<file path="src/rtl/core/srdr_pkg.sv">
// Shared types and constants for the stick radial deadzone rescaler.
// Used by srdr_isqrt, srdr_div and stick_radial_deadzone_rescale.
package srdr_pkg;

    localparam int unsigned FULL_SCALE = 32767;
    localparam int unsigned DZ_MAX     = 32766;
    localparam int unsigned ROOT_STEPS = 16;
    localparam int unsigned QUO_BITS   = 15;
    localparam int unsigned SUM_W      = 32;
    localparam int unsigned NUM_W      = 47;
    localparam int unsigned DEN_W      = 31;

    localparam logic [1:0] REG_LEFT_DZ  = 2'd0;
    localparam logic [1:0] REG_RIGHT_DZ = 2'd1;

    typedef struct packed {
        logic        sx;
        logic        sy;
        logic [15:0] ax;
        logic [15:0] ay;
        logic [14:0] dz;
    } root_side_t;

    typedef struct packed {
        logic sx;
        logic sy;
        logic dead;
    } div_side_t;

endpackage

</file>
<file path="src/rtl/core/srdr_isqrt.sv">
// Pipelined floor square root, one result bit per stage.
// Depends on srdr_pkg.
module srdr_isqrt
    import srdr_pkg::*;
(
    input  logic             aclk,
    input  logic             aresetn,
    input  logic             en,
    input  logic             in_valid,
    input  logic [SUM_W-1:0] in_n,
    input  root_side_t       in_side,
    output logic             out_valid,
    output logic [15:0]      out_root,
    output root_side_t       out_side
);

    logic             valid_reg [ROOT_STEPS];
    logic [SUM_W-1:0] n_reg     [ROOT_STEPS];
    logic [SUM_W-1:0] root_reg  [ROOT_STEPS];
    root_side_t       side_reg  [ROOT_STEPS];

    for (genvar j = 0; j < ROOT_STEPS; j++) begin : g_step
        localparam logic [SUM_W:0] BIT = (SUM_W+1)'(1) << (30 - 2 * j);
        logic             v_in;
        logic [SUM_W-1:0] n_in;
        logic [SUM_W-1:0] r_in;
        root_side_t       s_in;
        logic [SUM_W:0]   trial;
        logic [SUM_W-1:0] n_next;
        logic [SUM_W-1:0] root_next;

        if (j == 0) begin : g_first
            assign v_in = in_valid;
            assign n_in = in_n;
            assign r_in = '0;
            assign s_in = in_side;
        end else begin : g_rest
            assign v_in = valid_reg[j-1];
            assign n_in = n_reg[j-1];
            assign r_in = root_reg[j-1];
            assign s_in = side_reg[j-1];
        end

        always_comb begin
            trial = {1'b0, r_in} + BIT;
            if ({1'b0, n_in} >= trial) begin
                n_next    = SUM_W'({1'b0, n_in} - trial);
                root_next = SUM_W'({1'b0, r_in >> 1} + BIT);
            end else begin
                n_next    = n_in;
                root_next = r_in >> 1;
            end
        end

        always_ff @(posedge aclk) begin
            if (!aresetn) begin
                valid_reg[j] <= 1'b0;
            end else if (en) begin
                valid_reg[j] <= v_in;
            end
            if (en) begin
                n_reg[j]    <= n_next;
                root_reg[j] <= root_next;
                side_reg[j] <= s_in;
            end
        end
    end

    assign out_valid = valid_reg[ROOT_STEPS-1];
    assign out_root  = root_reg[ROOT_STEPS-1][15:0];
    assign out_side  = side_reg[ROOT_STEPS-1];

endmodule

</file>
<file path="config.mk">
export PLATFORM = sky130hd
export DESIGN_NAME = srdr_isqrt
export DESIGN_NICKNAME = d
export VERILOG_FILES = /design/src/rtl/core/srdr_pkg.sv /design/src/rtl/core/srdr_isqrt.sv
export SDC_FILE = /design/constraint.sdc
export NUM_CORES = 1
export LEC_CHECK = 0
export BUFFER_PORTS_ARGS = -buffer_cell sky130_fd_sc_hd__buf_2
export CAP_MARGIN = 20
export CELL_PAD_IN_SITES_DETAIL_PLACEMENT = 1
export CELL_PAD_IN_SITES_GLOBAL_PLACEMENT = 2
export CORE_UTILIZATION = 35
export CTS_BUF_LIST = sky130_fd_sc_hd__clkbuf_16
export CTS_CLUSTER_DIAMETER = 150
export DETAILED_ROUTE_END_ITERATION = 6
export GPL_ROUTABILITY_DRIVEN = 0
export PLACE_DENSITY_LB_ADDON = 0.1
export SETUP_SLACK_MARGIN = 0.2
export SLEW_MARGIN = 20
export SYNTH_ARGS = -nofsm -noshare
export SYNTH_HDL_FRONTEND = slang
export SYNTH_SLANG_ARGS = --single-unit
</file>
<file path="constraint.sdc">
create_clock -name aclk -period 3.2 [get_ports aclk]
set_clock_uncertainty 0.1 [all_clocks]
set_input_delay 0.96 -clock aclk [delete_from_list [all_inputs] [get_ports aclk]]
set_output_delay 0.96 -clock aclk [all_outputs]
set_load 0.005 [all_outputs]
</file>
==> key figures <==
Synth
  – Total nets after synthesis: 3,278
  – Post-Synth XOR/XNOR Area: 3.100%
  – Adder-cell share of the synthesized area: 3.533%
  – Main flop type after synthesis: sky130_fd_sc_hd__edfxtp_1
  – Post-Syn Area per Cell: 17.46 um2
  – Share of synthesized flip-flops with an asynchronous set or reset: 0%
  – Flops & latches, synth: 1,416
  – Area fraction in compound gates after synthesis: 4.551%
  – Proportion of synthesized chip area in sequential cells: 80.03%
  – Number of unique standard cell types used by synthesis: 71
  – Simple logic cell fraction of the synthesized area: 6.673%
  – Main combinational cell family by area after synthesis: simple AND/OR/NAND/NOR gates
  – Synthesis warning total: 0
  – EDFF count, synth: 1,415
  – Multiplexer area fraction after synthesis: 0.5794%
  – Cell Area, Synth: 0.05312 mm2
  – Synth Instances: 3,043

Worst hold path
  – Critical hold path startpoint: in_side[3]
  – Class of the tightest hold or removal check: in -> reg

Clock tree
  – Max clock buf depth: 3
  – H-tree levels: 4
  – Clock tree from TritonCTS: yes
  – Number of sinks driven by the clock tree: 1,416
  – Root buffer selected by CTS: sky130_fd_sc_hd__clkbuf_16
  – Clock transition at path regs: 0.06 ns
  – TritonCTS buffer count: 159
  – Insertion delay to the later sink of the worst-skew pair: 0.77 ns
  – Post-CTS Hold Buffers: 0

Global route
  – Routing usage on met3: 2.754%
  – Global-route layer with the greatest usage: met2
  – Maximum number of pins on one net before global-route repair: 129
  – Total GRT Usage: 12.53%
  – Global-route wire length before repair: 152.0 mm
  – Vias in the first global route: 28,500
  – Met1 Track Usage GR: 13.58%
  – Met2 track utilization from global routing: 23.00%
  – Antenna violations before repair: 0
  – GRT Residual Overflow: 0

Worst setup path
  – CP Max Fanout: 7
  – CP required: 3.61 ns
  – Beginning of the worst register-to-register path: n_reg[1][14]
  – Startpoint types: flop
  – Launching instance or port of the critical path: n_reg[1][14]
  – Arrival time of the worst setup path: 3.35 ns
  – Worst setup path class: reg -> reg
  – Crit end category: flop

Route
  – Count of nets left with antenna violations after detail routing: 0
  – Wire length after detailed routing: 95.61 mm
  – Number of detailed-route iterations in the first pass: 5
  – DR DRC count: 0
  – Via count: 26,090
  – Wire per inst: 16.99 um
  – Post-DR vias/cell: 4.637
  – Iter 0 DRT Violations: 1,114

Power and ir drop
  – Areal power density over the cells: 698.6 mW/mm2
  – Post-route total power: 0.04425 W
  – Worst IR drop on VDD: 0.3695 mV
  – Leak: 23.05 nW

Layout
  – Filler instances: 14,710
  – Leading cell type in the layout, fill and taps excluded: sky130_fd_sc_hd__edfxtp_1
  – Final core utilization: 42.14%
  – Count of non-filler cells in the finished layout: 5,627
  – Commonest cells after routing, fill and taps aside: sky130_fd_sc_hd__edfxtp_1, sky130_fd_sc_hd__inv_1, sky130_fd_sc_hd__clkbuf_16
  – Signed area change from the synthesized netlist to the final layout: 19.25%
  – Layout cells sized above 1: 17.89%
  – Count of inserted antenna diode cells: 0
  – Flip-flop count of the largest register, all copies and words added: 784
  – Net total in the final layout: 3,726

Status
  – Outcome: completed

Floorplan
  – Area of the placeable core: 0.1503 mm2
  – Die area: 0.1533 mm2
  – Number of rows created at floorplan: 142
  – Effective utilization at floorplan: 35.34%
  – Chip height: 391.6 um
  – Chip Width: 391.6 um
  – Ports placed on the boundary: 151

Timing
  – Worst-margin pin slew: 0.7465 ns
  – Final worst setup slack: 0.2579 ns
  – Final setup violation count: 0
  – Maximum clock frequency: 339.9 MHz
  – Ratio of final minimum period to clock period: 91.94%
  – Total count of max-transition violations in the final report: 0
  – Final-report hold violation count: 0
  – Slew headroom: 50.24%
  – RSZ-0062 raised after global routing: true
  – Post-layout min period: 2.942 ns

Placed design
  – DP Worst Slack: -0.1262 ns
  – Number of cells after detailed placement: 5,329
  – Count of input and output buffers: 150
  – HPWL after detailed placement: 65.06 mm

Job
  – Number of violations of the max-capacitance limit: 0
==> what timing repair did <==
action,4_1_cts,5_1_grt
gates resized for setup,42,79
cloned,0,1
setup endpoints to repair,109,131
pin swaps,7,20
setup buffers,4,12
==> path summary, 6_finish.rpt <==
| check | to | slack (ns) | depth (start not counted) |
|---|---|---|---|
| worst max-delay path | n_reg[1][59] | 0.26 | 9 |
| worst min-delay path | side_reg[0][3] | 0.26 | 1 |
| worst max register to register | n_reg[1][59] | 0.26 | 9 |
| worst min register to register | side_reg[2][6] | 0.31 | 0 |
==> per-stage QoR <==
step / instance area, um2 / setup TNS [ns] / hold WS, ns
global route: 63350 / 0 / 0.1917
global placement: 57660 / -0.3331 / 0.3002
detailed placement: 57660 / -0.4230 / 0.3051
CTS: 62770 / 0 / 0.1753
floorplan: 53120 / 0 / 0.3003
finish: 63350 / 0 / 0.2615
==> report_power, final <==
part           total (W)  leakage, nW  switching (W)  internal (W)
logic            0.00425         6.76        0.00240       0.00185
registers         0.0232         13.7       0.000818        0.0224
clock network     0.0168         2.54        0.00706       0.00977
total             0.0443         23.0         0.0103        0.0340
==> final cells by class <==
| class | count | area, um2 | share of cell area, % |
|---|---|---|---|
| Multi-Input combinational cell | 1413 | 10390 | 16.40 |
| Tap cell | 2016 | 2522 | 3.982 |
| Inverter | 182 | 686.9 | 1.084 |
| Timing Repair Buffer | 319 | 2354 | 3.715 |
| Clock inverter | 118 | 805.8 | 1.272 |
| Sequential cell | 1416 | 42510 | 67.11 |
| Clock buffer | 163 | 4079 | 6.439 |
==> cell usage after synthesis, types with 22 or more instances <==
cell type,count,area share [%]
sky130_fd_sc_hd__nand2b_1,26,0.31
sky130_fd_sc_hd__o21a_1,33,0.47
sky130_fd_sc_hd__nor4_1,73,0.86
sky130_fd_sc_hd__o21ai_0,89,0.84
sky130_fd_sc_hd__edfxtp_1,1415,80
sky130_fd_sc_hd__nor2_1,142,1.0
sky130_fd_sc_hd__ha_1,150,3.5
sky130_fd_sc_hd__a21oi_1,121,1.1
sky130_fd_sc_hd__a21o_1,30,0.42
sky130_fd_sc_hd__nor3_1,79,0.74
sky130_fd_sc_hd__xnor2_1,78,1.3
sky130_fd_sc_hd__nand2_1,109,0.77
sky130_fd_sc_hd__or3_1,24,0.28
sky130_fd_sc_hd__nand3_1,38,0.36
sky130_fd_sc_hd__nand4_1,26,0.31
sky130_fd_sc_hd__and3_1,27,0.32
sky130_fd_sc_hd__xor2_1,110,1.8
sky130_fd_sc_hd__mux2_2,22,0.47
sky130_fd_sc_hd__or4_1,29,0.41
sky130_fd_sc_hd__inv_1,181,1.3
sky130_fd_sc_hd__nor2b_1,24,0.28
==> worst max-delay path, cell delays in order, from the launching register on <==
cell and delay, ns:
sky130_fd_sc_hd__edfxtp_1 0.39, sky130_fd_sc_hd__ha_1 0.37, sky130_fd_sc_hd__o21ai_0 0.17, sky130_fd_sc_hd__a211oi_1 0.14, sky130_fd_sc_hd__buf_4 0.17, sky130_fd_sc_hd__a211o_1 0.37, sky130_fd_sc_hd__a211o_1 0.38, sky130_fd_sc_hd__and3b_2 0.28
sky130_fd_sc_hd__nor3b_1 0.16, sky130_fd_sc_hd__xor2_1 0.14
==> cells by family (layout without fill, tap and decap cells) <==
logic type | after synthesis | in the layout
adders and majority gates | 150 | 150
muxes | 28 | 28
DFF | 1416 | 1416
buffers and inverters | 214 | 782
xor gates and xnor gates | 188 | 188
AOI/OAI and AO/OA | 384 | 384
and+or+nand+nor | 663 | 663
==> routing by layer <==
metal / up-vias / share of wire [%]
li1: 12650 / -
met1: 12850 / 39
met2: 367 / 53
met3: 222 / 3.4
met4: 0 / 4.0
met5: - / 0
Note: power is estimated with default switching activity, not from simulation.
